--- config.mk ---
export PLATFORM = sky130hd
export DESIGN_NAME = bezier_x_to_t_bisection
export DESIGN_NICKNAME = d
export VERILOG_FILES = /design/src/rtl/bzinv_pkg.sv /design/src/rtl/bzinv_ctrl.sv /design/src/rtl/bzinv_dp.sv /design/src/rtl/bezier_x_to_t_bisection.sv
export SDC_FILE = /design/constraint.sdc
export NUM_CORES = 2
export LEC_CHECK = 0
export ABC_AREA = 0
export BUFFER_PORTS_ARGS = -buffer_cell sky130_fd_sc_hd__buf_2
export CAP_MARGIN = 20
export CORE_ASPECT_RATIO = 0.6
export CORE_MARGIN = 2
export CORE_UTILIZATION = 50
export DETAILED_ROUTE_END_ITERATION = 10
export PLACE_DENSITY_LB_ADDON = 0.3
export SLEW_MARGIN = 0
export SYNTH_ARGS = -nofsm -noshare
export SYNTH_HDL_FRONTEND = slang
export SYNTH_SLANG_ARGS = --single-unit
export TNS_END_PERCENT = 50
--- constraint.sdc ---
create_clock -name clk -period 19.04 [get_ports clk]
set_input_delay 1.904 -clock clk [delete_from_list [all_inputs] [get_ports clk]]
set_output_delay 1.904 -clock clk [all_outputs]
set_load 0.03 [all_outputs]
--- src/rtl/bzinv_pkg.sv ---
`default_nettype none

package bzinv_pkg;

  // number formats
  localparam int T_FRAC_BITS = 16;
  localparam int VALUE_WIDTH = 32;
  localparam int T_WIDTH     = T_FRAC_BITS + 1;
  localparam int TOL_WIDTH   = 16;
  localparam int DIFF_WIDTH  = VALUE_WIDTH + 1;
  localparam int PROD_WIDTH  = DIFF_WIDTH + T_WIDTH;
  localparam int SCALE_WIDTH = PROD_WIDTH - T_FRAC_BITS;

  localparam logic [T_WIDTH-1:0] T_ONE = T_WIDTH'(1) << T_FRAC_BITS;

  // stream payload widths
  localparam int IN_DATA_WIDTH  = 5 * VALUE_WIDTH;
  localparam int OUT_DATA_WIDTH = ((T_WIDTH + 7) / 8) * 8;

  typedef logic signed [VALUE_WIDTH-1:0] value_t;

  // de casteljau step codes
  typedef logic [2:0] step_t;
  localparam step_t STEP_L0  = 3'd0;
  localparam step_t STEP_L1  = 3'd1;
  localparam step_t STEP_L2  = 3'd2;
  localparam step_t STEP_M0  = 3'd3;
  localparam step_t STEP_M1  = 3'd4;
  localparam step_t STEP_FIN = 3'd5;

  // controller to datapath
  typedef struct packed {
    logic  load;
    logic  init;
    logic  mid;
    logic  lerp_diff;
    logic  lerp_mul;
    logic  lerp_add;
    step_t step;
    logic  update;
    logic  res_rev;
    logic  res_mid;
    logic  res_bottom;
    logic  out_load;
  } bzinv_cmd_t;

  // datapath to controller
  typedef struct packed {
    logic cubic;
    logic reversed;
    logic span_gt1;
    logic hit;
    logic out_full;
  } bzinv_status_t;

endpackage

`default_nettype wire

--- src/rtl/bzinv_ctrl.sv ---
`default_nettype none

module bzinv_ctrl (
  input  wire logic                    clk,
  input  wire logic                    rst,
  input  wire logic                    in_valid,
  output logic                         in_ready,
  input  wire bzinv_pkg::bzinv_status_t st,
  output bzinv_pkg::bzinv_cmd_t        cmd
);

  localparam logic [2:0] S_IDLE  = 3'd0;
  localparam logic [2:0] S_INIT  = 3'd1;
  localparam logic [2:0] S_MID   = 3'd2;
  localparam logic [2:0] S_DIFF  = 3'd3;
  localparam logic [2:0] S_MUL   = 3'd4;
  localparam logic [2:0] S_ADD   = 3'd5;
  localparam logic [2:0] S_CHECK = 3'd6;
  localparam logic [2:0] S_DONE  = 3'd7;

  logic [2:0]       state;
  logic [2:0]       state_next;
  bzinv_pkg::step_t step;
  bzinv_pkg::step_t step_next;

  // state and step registers
  always_ff @(posedge clk) begin
    if (rst) begin
      state <= S_IDLE;
      step  <= bzinv_pkg::STEP_L0;
    end else begin
      state <= state_next;
      step  <= step_next;
    end
  end

  assign in_ready = (state == S_IDLE) && !rst;

  // sequencing of one search
  always_comb begin
    state_next = state;
    step_next  = step;
    cmd        = '0;
    cmd.step   = step;
    unique case (state)
      S_IDLE: begin
        if (in_valid && in_ready) begin
          cmd.load   = 1'b1;
          state_next = S_INIT;
        end
      end
      S_INIT: begin
        cmd.init = 1'b1;
        if (st.reversed) begin
          cmd.res_rev = 1'b1;
          state_next  = S_DONE;
        end else begin
          state_next = S_MID;
        end
      end
      S_MID: begin
        if (st.span_gt1) begin
          cmd.mid    = 1'b1;
          step_next  = bzinv_pkg::STEP_L0;
          state_next = S_DIFF;
        end else begin
          cmd.res_bottom = 1'b1;
          state_next     = S_DONE;
        end
      end
      S_DIFF: begin
        cmd.lerp_diff = 1'b1;
        state_next    = S_MUL;
      end
      S_MUL: begin
        cmd.lerp_mul = 1'b1;
        state_next   = S_ADD;
      end
      S_ADD: begin
        cmd.lerp_add = 1'b1;
        if (step == bzinv_pkg::STEP_FIN) begin
          state_next = S_CHECK;
        end else begin
          // quadratic skips L2 and the M0/M1 steps
          if (!st.cubic && step == bzinv_pkg::STEP_L1) begin
            step_next = bzinv_pkg::STEP_FIN;
          end else begin
            step_next = step + 3'd1;
          end
          state_next = S_DIFF;
        end
      end
      S_CHECK: begin
        if (st.hit) begin
          cmd.res_mid = 1'b1;
          state_next  = S_DONE;
        end else begin
          cmd.update = 1'b1;
          state_next = S_MID;
        end
      end
      S_DONE: begin
        if (!st.out_full) begin
          cmd.out_load = 1'b1;
          state_next   = S_IDLE;
        end
      end
    endcase
  end

endmodule

`default_nettype wire

--- src/rtl/bzinv_dp.sv ---
`default_nettype none

module bzinv_dp (
  input  wire logic                                 clk,
  input  wire logic                                 rst,
  input  wire bzinv_pkg::bzinv_cmd_t                cmd,
  output bzinv_pkg::bzinv_status_t                  st,
  input  wire logic                                 in_op,
  input  wire bzinv_pkg::value_t                    in_target,
  input  wire bzinv_pkg::value_t                    in_start,
  input  wire bzinv_pkg::value_t                    in_first,
  input  wire bzinv_pkg::value_t                    in_second,
  input  wire bzinv_pkg::value_t                    in_end,
  input  wire logic                                 cfg_we,
  input  wire logic [bzinv_pkg::TOL_WIDTH-1:0]      cfg_data,
  output logic                                      out_valid,
  input  wire logic                                 out_ready,
  output logic [bzinv_pkg::T_WIDTH-1:0]             out_t,
  output logic                                      out_rev
);

  logic                                  cubic;
  bzinv_pkg::value_t                     x;
  bzinv_pkg::value_t                     p0, p1, p2, p3;
  bzinv_pkg::value_t                     l0, l1, l2, m0, m1, test;
  logic [bzinv_pkg::T_WIDTH-1:0]         bottom, top, mid;
  bzinv_pkg::value_t                     lp;
  logic                                  neg;
  logic [bzinv_pkg::DIFF_WIDTH-1:0]      mag;
  logic [bzinv_pkg::PROD_WIDTH-1:0]      prod;
  logic [bzinv_pkg::T_WIDTH-1:0]         res_t;
  logic                                  res_rev;
  logic [bzinv_pkg::TOL_WIDTH-1:0]       tol;

  bzinv_pkg::value_t                     hi_b;
  bzinv_pkg::value_t                     x_clamped;
  logic [bzinv_pkg::T_WIDTH-1:0]         span;
  logic [bzinv_pkg::T_WIDTH:0]           mid_sum;
  bzinv_pkg::value_t                     op_p, op_q;
  logic signed [bzinv_pkg::DIFF_WIDTH-1:0] diff;
  logic [bzinv_pkg::DIFF_WIDTH-1:0]      diff_mag;
  logic [bzinv_pkg::SCALE_WIDTH-1:0]     scaled;
  logic signed [bzinv_pkg::SCALE_WIDTH-1:0] scaled_s;
  logic signed [bzinv_pkg::SCALE_WIDTH-1:0] lerp_sum;
  bzinv_pkg::value_t                     lerp_val;
  logic signed [bzinv_pkg::DIFF_WIDTH-1:0] err;
  logic [bzinv_pkg::DIFF_WIDTH-1:0]      aerr;

  // range check and target clamp
  assign hi_b      = cubic ? p3 : p2;
  assign x_clamped = (x < p0) ? p0 : ((x > hi_b) ? hi_b : x);

  // interval span and midpoint
  assign span    = top - bottom;
  assign mid_sum = {1'b0, bottom} + {1'b0, top};

  // operand select for the shared lerp unit
  always_comb begin
    unique case (cmd.step)
      bzinv_pkg::STEP_L0:  begin op_p = p0; op_q = p1; end
      bzinv_pkg::STEP_L1:  begin op_p = p1; op_q = p2; end
      bzinv_pkg::STEP_L2:  begin op_p = p2; op_q = p3; end
      bzinv_pkg::STEP_M0:  begin op_p = l0; op_q = l1; end
      bzinv_pkg::STEP_M1:  begin op_p = l1; op_q = l2; end
      bzinv_pkg::STEP_FIN: begin
        op_p = cubic ? m0 : l0;
        op_q = cubic ? m1 : l1;
      end
      default: begin op_p = p0; op_q = p1; end
    endcase
  end

  // lerp stage one: difference and magnitude
  assign diff     = bzinv_pkg::DIFF_WIDTH'(op_q) - bzinv_pkg::DIFF_WIDTH'(op_p);
  assign diff_mag = diff[bzinv_pkg::DIFF_WIDTH-1] ? bzinv_pkg::DIFF_WIDTH'(-diff)
                                                  : bzinv_pkg::DIFF_WIDTH'(diff);

  // lerp stage three: drop fraction, restore sign, add base
  assign scaled   = prod[bzinv_pkg::PROD_WIDTH-1:bzinv_pkg::T_FRAC_BITS];
  assign scaled_s = neg ? -$signed(scaled) : $signed(scaled);
  assign lerp_sum = bzinv_pkg::SCALE_WIDTH'(lp) + scaled_s;
  assign lerp_val = lerp_sum[bzinv_pkg::VALUE_WIDTH-1:0];

  // error against the clamped target
  assign err  = bzinv_pkg::DIFF_WIDTH'(test) - bzinv_pkg::DIFF_WIDTH'(x);
  assign aerr = err[bzinv_pkg::DIFF_WIDTH-1] ? bzinv_pkg::DIFF_WIDTH'(-err)
                                             : bzinv_pkg::DIFF_WIDTH'(err);

  // status to the controller
  always_comb begin
    st.cubic    = cubic;
    st.reversed = hi_b < p0;
    st.span_gt1 = span > bzinv_pkg::T_WIDTH'(1);
    st.hit      = aerr < bzinv_pkg::DIFF_WIDTH'(tol);
    st.out_full = out_valid && !out_ready;
  end

  // tolerance register
  always_ff @(posedge clk) begin
    if (rst) begin
      tol <= bzinv_pkg::TOL_WIDTH'(1);
    end else if (cfg_we) begin
      tol <= cfg_data;
    end
  end

  // input capture and search registers
  always_ff @(posedge clk) begin
    if (cmd.load) begin
      cubic <= in_op;
      x     <= in_target;
      p0    <= in_start;
      p1    <= in_first;
      p2    <= in_second;
      p3    <= in_end;
    end
    if (cmd.init) begin
      x      <= x_clamped;
      bottom <= '0;
      top    <= bzinv_pkg::T_ONE;
    end
    if (cmd.mid) begin
      mid <= mid_sum[bzinv_pkg::T_WIDTH:1];
    end
    if (cmd.update) begin
      if (x > test) begin
        bottom <= mid;
      end else begin
        top <= mid;
      end
    end
  end

  // shared lerp unit
  always_ff @(posedge clk) begin
    if (cmd.lerp_diff) begin
      lp  <= op_p;
      neg <= diff[bzinv_pkg::DIFF_WIDTH-1];
      mag <= diff_mag;
    end
    if (cmd.lerp_mul) begin
      prod <= bzinv_pkg::PROD_WIDTH'(mag) * bzinv_pkg::PROD_WIDTH'(mid);
    end
    if (cmd.lerp_add) begin
      unique case (cmd.step)
        bzinv_pkg::STEP_L0:  l0   <= lerp_val;
        bzinv_pkg::STEP_L1:  l1   <= lerp_val;
        bzinv_pkg::STEP_L2:  l2   <= lerp_val;
        bzinv_pkg::STEP_M0:  m0   <= lerp_val;
        bzinv_pkg::STEP_M1:  m1   <= lerp_val;
        bzinv_pkg::STEP_FIN: test <= lerp_val;
        default: ;
      endcase
    end
  end

  // result capture
  always_ff @(posedge clk) begin
    if (cmd.res_rev) begin
      res_t   <= '0;
      res_rev <= 1'b1;
    end else if (cmd.res_mid) begin
      res_t   <= mid;
      res_rev <= 1'b0;
    end else if (cmd.res_bottom) begin
      res_t   <= bottom;
      res_rev <= 1'b0;
    end
  end

  // output register
  always_ff @(posedge clk) begin
    if (rst) begin
      out_valid <= 1'b0;
    end else if (cmd.out_load) begin
      out_valid <= 1'b1;
    end else if (out_ready) begin
      out_valid <= 1'b0;
    end
  end

  always_ff @(posedge clk) begin
    if (cmd.out_load) begin
      out_t   <= res_t;
      out_rev <= res_rev;
    end
  end

endmodule

`default_nettype wire

--- src/rtl/bezier_x_to_t_bisection.sv ---
// result: t of zero for a reversed range, else the midpoint of the step that accepts it,
//   or the interval bottom once the span no longer exceeds one
// throughput: one item at a time; each step runs 3 or 6 lerps through one shared
//   multiply unit plus a midpoint and a compare state
// the next input beat is taken while the previous result waits in the output register
// reset: synchronous, clears control and output valid, tolerance returns to 1
`default_nettype none

module bezier_x_to_t_bisection (
  input  wire logic                                  clk,
  input  wire logic                                  rst,
  input  wire logic                                  s_axis_tvalid,
  output logic                                       s_axis_tready,
  // target_value, start_value, first_control, second_control, end_value
  input  wire logic [bzinv_pkg::IN_DATA_WIDTH-1:0]   s_axis_tdata,
  // op
  input  wire logic [0:0]                            s_axis_tuser,
  output logic                                       m_axis_tvalid,
  input  wire logic                                  m_axis_tready,
  // param_t, zero fill
  output logic [bzinv_pkg::OUT_DATA_WIDTH-1:0]       m_axis_tdata,
  // bounds_reversed
  output logic [0:0]                                 m_axis_tuser,
  input  wire logic                                  cfg_valid,
  output logic                                       cfg_ready,
  input  wire logic [bzinv_pkg::TOL_WIDTH-1:0]       cfg_data
);

  localparam int VW = bzinv_pkg::VALUE_WIDTH;

  bzinv_pkg::bzinv_cmd_t         cmd;
  bzinv_pkg::bzinv_status_t      st;
  logic [bzinv_pkg::T_WIDTH-1:0] out_t;
  logic                          out_rev;

  assign cfg_ready = !rst;

  bzinv_ctrl u_ctrl (
    .clk      (clk),
    .rst      (rst),
    .in_valid (s_axis_tvalid),
    .in_ready (s_axis_tready),
    .st       (st),
    .cmd      (cmd)
  );

  bzinv_dp u_dp (
    .clk       (clk),
    .rst       (rst),
    .cmd       (cmd),
    .st        (st),
    .in_op     (s_axis_tuser[0]),
    .in_target (s_axis_tdata[0*VW +: VW]),
    .in_start  (s_axis_tdata[1*VW +: VW]),
    .in_first  (s_axis_tdata[2*VW +: VW]),
    .in_second (s_axis_tdata[3*VW +: VW]),
    .in_end    (s_axis_tdata[4*VW +: VW]),
    .cfg_we    (cfg_valid && cfg_ready),
    .cfg_data  (cfg_data),
    .out_valid (m_axis_tvalid),
    .out_ready (m_axis_tready),
    .out_t     (out_t),
    .out_rev   (out_rev)
  );

  // output payload packing
  assign m_axis_tdata    = bzinv_pkg::OUT_DATA_WIDTH'(out_t);
  assign m_axis_tuser[0] = out_rev;

endmodule

`default_nettype wire

## Word level (Yosys, flattened, before mapping)

Cells that the tools add are included.

- Multipliers: 1
- Order comparisons: 6
- Shifts and indexed selects: 0
- Bitwise gates (word level): 0
- Muxes and demuxes: 53
- Eq/ne operators: 17
- Add/sub/neg operators: 9
- Reductions and logical operators: 23
- Divide/modulo/power cells: 0

Operator list:

| cell | count |
|---|---|
| one-hot mux 32 bit (5 select lines) | 2 |
| 2-to-1 mux 32 bit | 9 |
| 2-to-1 mux 17 bit | 8 |
| negator 33 bit | 2 |
| subtractor 32 x 32 -> 33 bit | 2 |
| greater-than comparator 32 bit | 2 |
| < comparator 32 bit | 2 |
| multiplier 33 x 17 -> 48 bit | 1 |
| < comparator 33 x 16 -> 1 bit | 1 |
| 2-to-1 mux 33 bit | 1 |
| adder 32 bit | 1 |
| negator 32 bit | 1 |
| 2-to-1 mux 3 bit | 9 |
| one-hot mux 3 bit (8 select lines) | 1 |
| 2-to-1 mux 1 bit | 22 |
| adder 17 x 17 -> 18 bit | 1 |
| == test 3 bit, second input constant | 6 |
| greater-than comparator 17 x 1 -> 1 bit, second input constant | 1 |
| subtractor 17 bit | 1 |
| AND reduction 2 bit | 8 |
| == test 3 x 2 -> 1 bit, second input constant | 4 |
| inequality test 2 bit, second input constant | 4 |
| nonzero test 2 bit | 4 |
| == test 3 x 1 -> 1 bit, second input constant | 2 |
| 7 further kinds | 14 |

- Register bits: 577
- Output and inout bits: 28
- Latch bits: 0
- Bits in writable memories: 0
- Memory bits (read-only): 0
- Memories kept: 0

## Logic depth before layout (Yosys ltp)

- Depth after elaboration: 7
- Mapped depth: 27
- Mapped depth without buffers: 26

## Cells and area by module

A second synthesis with hierarchy kept.

- Cells, all modules: 5049
- Area total of the unflattened synthesis: 49834.0 µm²

Modules (own cells, without submodules):

| module | times used | area an instance (µm²) | cells each |
|---|---|---|---|
| bzinv_dp | 1 | 49272.3 | 4978 |
| bzinv_ctrl | 1 | 495.5 | 61 |
| bezier_x_to_t_bisection | 1 | 66.3 | 10 |

## Worst setup path after synthesis

Ideal clock, no wire load.

- Path type: input-to-reg
- Start: input rst
- End: register u_dp.x[0], enable pin
- Library setup time: 0.436 ns
- Slack: 11.211 ns
- Stages: 5
- Arrival: 7.393 ns
- Data required time: 18.604 ns
- Buffers on the path: 0
- Cells stage by stage: nor4_1 -> nand2_1 -> inv_1 -> nor2_1 -> a22oi_1

RTL lines:

| what | RTL line | text |
|---|---|---|
| start, declared | bezier_x_to_t_bisection.sv:11 | `input wire logic rst,` |
| end signal, assigned | bzinv_dp.sv:111 | `x <= in_target;` |
| end signal, assigned | bzinv_dp.sv:118 | `x <= x_clamped;` |
| end, declared | bzinv_dp.sv:23 | `bzinv_pkg::value_t x;` |

## Worst setup path in the final report

- Start: register u_dp.mid[6] (netlist bit)
- End: register u_dp.prod[42] (netlist bit) (data pin)

- Longest elaborated chain between the ends: 1

RTL lines:

| what | RTL line | text |
|---|---|---|
| start, declared | bzinv_dp.sv:26 | `logic [bzinv_pkg::T_WIDTH-1:0] bottom, top, mid;` |
| start signal, assigned | bzinv_dp.sv:123 | `mid <= mid_sum[bzinv_pkg::T_WIDTH:1];` |
| multiplier 33 x 17 -> 48 bit | bzinv_dp.sv:142 | `prod <= bzinv_pkg::PROD_WIDTH'(mag) * bzinv_pkg::PROD_WIDTH'(mid);` |
| end signal, assigned | bzinv_dp.sv:142 |  |
| end, declared | bzinv_dp.sv:30 | `logic [bzinv_pkg::PROD_WIDTH-1:0] prod;` |

Every way passes these cells.
A chain may end at the register's enable or synchronous reset.

==> results.md <==
| Step | Result | Reported |
| --- | --- | --- |
| outcome | Status | complete, no violations |
| global route | Global-route wire length before repair | 223 mm |
| synth | Share of the synthesized area in the top cell type | 29.3% |
| finish | Fraction of layout cells with a size suffix above 1 | 8.36% |
| finish | Cell Count, Final, Fillers Out | 6,513 |
| finish | Area delta synth->final | 7.82% |
| routing | Overall routed net length | 145 mm |
| sta | Final number of max-transition violations | 0 |
| sta | Setup repair after global routing missed its margin | no |
| critical path | Start of the worst register-to-register path | u_dp.mid[6]$_DFFE_PP_ |
| critical path | List of cells traversed by the critical path | buf_4 > and2_1 > fa_1 > inv_1 > fa_1 > fa_1 > inv_1 > fa_1 > fa_1 > fa_1 > ha_1 > a21o_1 > a21o_1 > a21oi_1 > a21oi_1 > a211oi_1 > nor4_1 > buf_2 > o2111ai_1 > a21oi_1 > or3_1 > a31o_2 > a21oi_1 > xnor2_1 |
| synth | Yosys warns | 0 |
| routing | Routed Antenna Nets | 0 |
| floorplan | Die Span Y | 249 um |
| synth | Post-synthesis share of cell area spent on xor and xnor gates | 3.32% |
| min path | Hold Crit Class | register to register |
| place | Final GP Congestion | 1.03 |
| critical path | Worst R2R Setup Slack | 10.96 ns |
| synth | Share of the yosys chip area belonging to registers | 32.3% |
| synth | Adder and majority cell fraction of the synthesized area | 27.7% |
| finish | Fraction of the core area covered by cells at the end of the flow | 54.5% |
| critical path | CP required | 19.40 ns |
| clock network | Clock-pin transition on the worst setup and hold timing paths | 0.07 ns |
| clock network | CTS Root Cell | clkbuf_16 |
| sta | Tightest slew margin relative to the limit | 21.8% |
| routing | Number of DRC markers after the initial detailed-route iteration | 4,643 |
| routing | Ratio of routed vias to standard cells | 5.88 |
| clock network | Source-to-sink clock delay at the later pin of the worst-skew pair | 0.62 ns |
| synth | Instance count of the mapped netlist | 5,056 |
| sta | Number of setup violations in the final report | 0 |
| min path | Launch instance of the worst min-delay path | u_dp.res_t[2]$_SDFFE_PP0P_ |
| critical path | Crit path top cell by count | fa_1 |
| clock network | Post-cts repair resize count | 0 |
| clock network | Clock tree sinks | 561 |
| floorplan | Die width | 412 um |
| clock network | Number of hold buffers added after CTS | 0 |
| critical path | Crit-path max FO | 27 |
| finish | Final net count | 6,146 |
| critical path | Critical path launch point | u_dp.mid[6]$_DFFE_PP_ |
| global route | Total GRT Usage | 28.1% |
| floorplan | Starting density of the core | 50.6% |
| global route | Largest net degree at the start of global routing | 76 |
| synth | Compound-gate portion of the synthesized area | 12.1% |
| synth | Flops & latches, synth | 561 |
| floorplan | Area of the core | 98,600 sq um |
| clock network | Cts bufs inserted | 49 |
| synth | Most used flip-flop cell after synthesis | edfxtp_1 |
| clock network | TritonCTS clock tree | done |
| routing | Vias after detailed routing | 38,300 |
| synth | Main combinational cell family by area after synthesis | adder cells |
| critical path | Critical-path cell with the highest stage delay | a211oi_1 |
| synth | Number of enable flip-flop cells after synthesis | 486 |
| synth | Number of distinct library cell variants in the gate-level netlist after synthesis | 92 |
| floorplan | Area enclosed by the die boundary | 102,000 sq um |
| run | Number of maximum-capacitance violations | 0 |
| global route | Residual overflow from global routing | 0 |
| clock network | Clock buffer depth | 3 |
| critical path | Buffering stage count on the worst path with inverters included | 4 |
| place | Count of input and output buffers | 202 |
| synth | Post-synthesis instance area | 49,900 sq um |
| place | Placed Instances | 6,405 |
| sta | Final worst-path cycle share | 42.5% |
| synth | Library cell with the largest summed area after synthesis | edfxtp_1 |
| floorplan | Number of ports placed on the die boundary | 210 |
| critical path | Kind of cell adding the most delay to the critical path | adder cells |
| critical path | Type of the setup path with the least slack | register to register |
| sta | Clock skew after layout | 0.0238 ns |
| sta | Setup TNS Final | 0 ns |
| global route | Number of global-route vias before repair | 36,600 |
| global route | Number of antenna violations at the first check in global routing | 13 |
| synth | Multiplexer area fraction after synthesis | 2.63% |
| floorplan | Num rows | 89 |
| critical path | Data arrival time of the critical path | 8.45 ns |
| synth | Most numerous cell in the Yosys netlist | inv_1 |
| synth | Post-synth ARST share | 0% |
| synth | Commonest cells post-synth | 765 x inv_1, 654 x nand2_1, 486 x edfxtp_1 |
| synth | Simple-gate area share of the yosys netlist | 14.3% |
| sta | Slew at the pin with the worst max-slew slack | 1.17 ns |
| sta | Final hold violation count | 0 |
| critical path | Kind of end point of the critical path | register |
| synth | Post-Synthesis Mean Instance Area | 9.86 sq um |
| synth | Cells taking the most area after synthesis | edfxtp_1 29%, fa_1 19%, ha_1 9.0% |
| sta | Maximum operating frequency | 124 MHz |
| routing | Post-detailed-route DRC marker count | 0 |
| routing | First-pass detailed-route iteration total | 6 |
| clock network | H-tree levels | 2 |
| critical path | Slowest stage delay, CP | 0.86 ns |
| place | Post-DP HPWL | 114 mm |
| sta | Time the worst path needs with I/O delays and setup | 8.08 ns |
| routing | Routed length per instance | 22.3 um |
| clock network | Post-CTS setup buffer count | 0 |
| critical path | Launching element type of the critical path | register |
-- state kept, by name (all words and copies together), names as in the netlist, 32 cells and up --
signal / flops
u_dp.mag: 33
u_dp.l0: 32
u_dp.l1: 32
u_dp.l2: 32
u_dp.lp: 32
u_dp.m0: 32
u_dp.m1: 32
u_dp.p0: 32
u_dp.p1: 32
u_dp.p2: 32
u_dp.p3: 32
u_dp.prod: 32
u_dp.test: 32
u_dp.x: 32
-- final cells by class --
class | instances | area (sq um)
Clock inverter | 26 | 223
Clock buffer | 64 | 1390
Multi-Input combinational cell | 3505 | 30100
Antenna cell | 14 | 35.0
Sequential cell | 561 | 16100
Fill cell | 8650 | 44800
Tap cell | 1319 | 1650
Timing Repair Buffer | 257 | 1410
Inverter | 767 | 2880
-- cell usage in the layout, fill, tap and decap left out, drive strengths merged, types with 136 or more instances in the layout --
| master | count |
|---|---|
| inv | 770 |
| a21oi | 232 |
| nor2 | 196 |
| nand2 | 654 |
| xnor2 | 136 |
| and2 | 217 |
| ha | 357 |
| buf | 256 |
| fa | 466 |
| edfxtp | 486 |
| o21ai | 141 |
-- cell families after synthesis --
logic type	Yosys count
AOI/OAI and AO/OA	882
xor gates and xnor gates	189
DFF	561
and+or+nand+nor	1477
other	1
buffers and inverters	996
muxes	127
adders and majority gates	823
-- path summary, 6_finish.rpt --
check | end | cells past startpoint
max | u_dp.prod[42]$_DFFE_PP_ | 24
min | u_dp.out_t[2]$_DFFE_PP_ | 0
max reg2reg | u_dp.prod[42]$_DFFE_PP_ | 24
min reg2reg | u_dp.out_t[2]$_DFFE_PP_ | 0
-- layer usage --
metal  GRT usage (%)  share of wire (%)  vias up
li1                -                  -    17300
met1            45.4                 47    18800
met2            36.8                 39     2042
met3            8.07                 13      163
met4            5.03                1.9        6
met5           0.606              0.026        -
-- worst register-to-register path: stages, from the launching register on --
cell	delay [ns]
edfxtp_1	0.56
buf_4	0.32
and2_1	0.22
fa_1	0.51
inv_1	0.05
fa_1	0.46
fa_1	0.51
inv_1	0.05
fa_1	0.56
fa_1	0.44
fa_1	0.45
ha_1	0.31
a21o_1	0.17
a21o_1	0.17
a21oi_1	0.25
a21oi_1	0.11
a211oi_1	0.86
nor4_1	0.13
buf_2	0.23
o2111ai_1	0.37
a21oi_1	0.18
or3_1	0.42
a31o_2	0.26
a21oi_1	0.17
xnor2_1	0.08
-- through the flow --
stage                     cell area [sq um]  setup slack [ns]  hold WS (ns)
final                                 53700             10.96         0.432
after global routing                  53700             10.58         0.454
after detailed placement              52100             11.03         0.415
after CTS                             53700             10.98         0.435
after floorplan                       49900             11.21         0.408
after global placement                52100             11.11         0.416
Power is not shown: default switching activity piles up to over one toggle a cycle in this logic, so the estimate is an artifact.
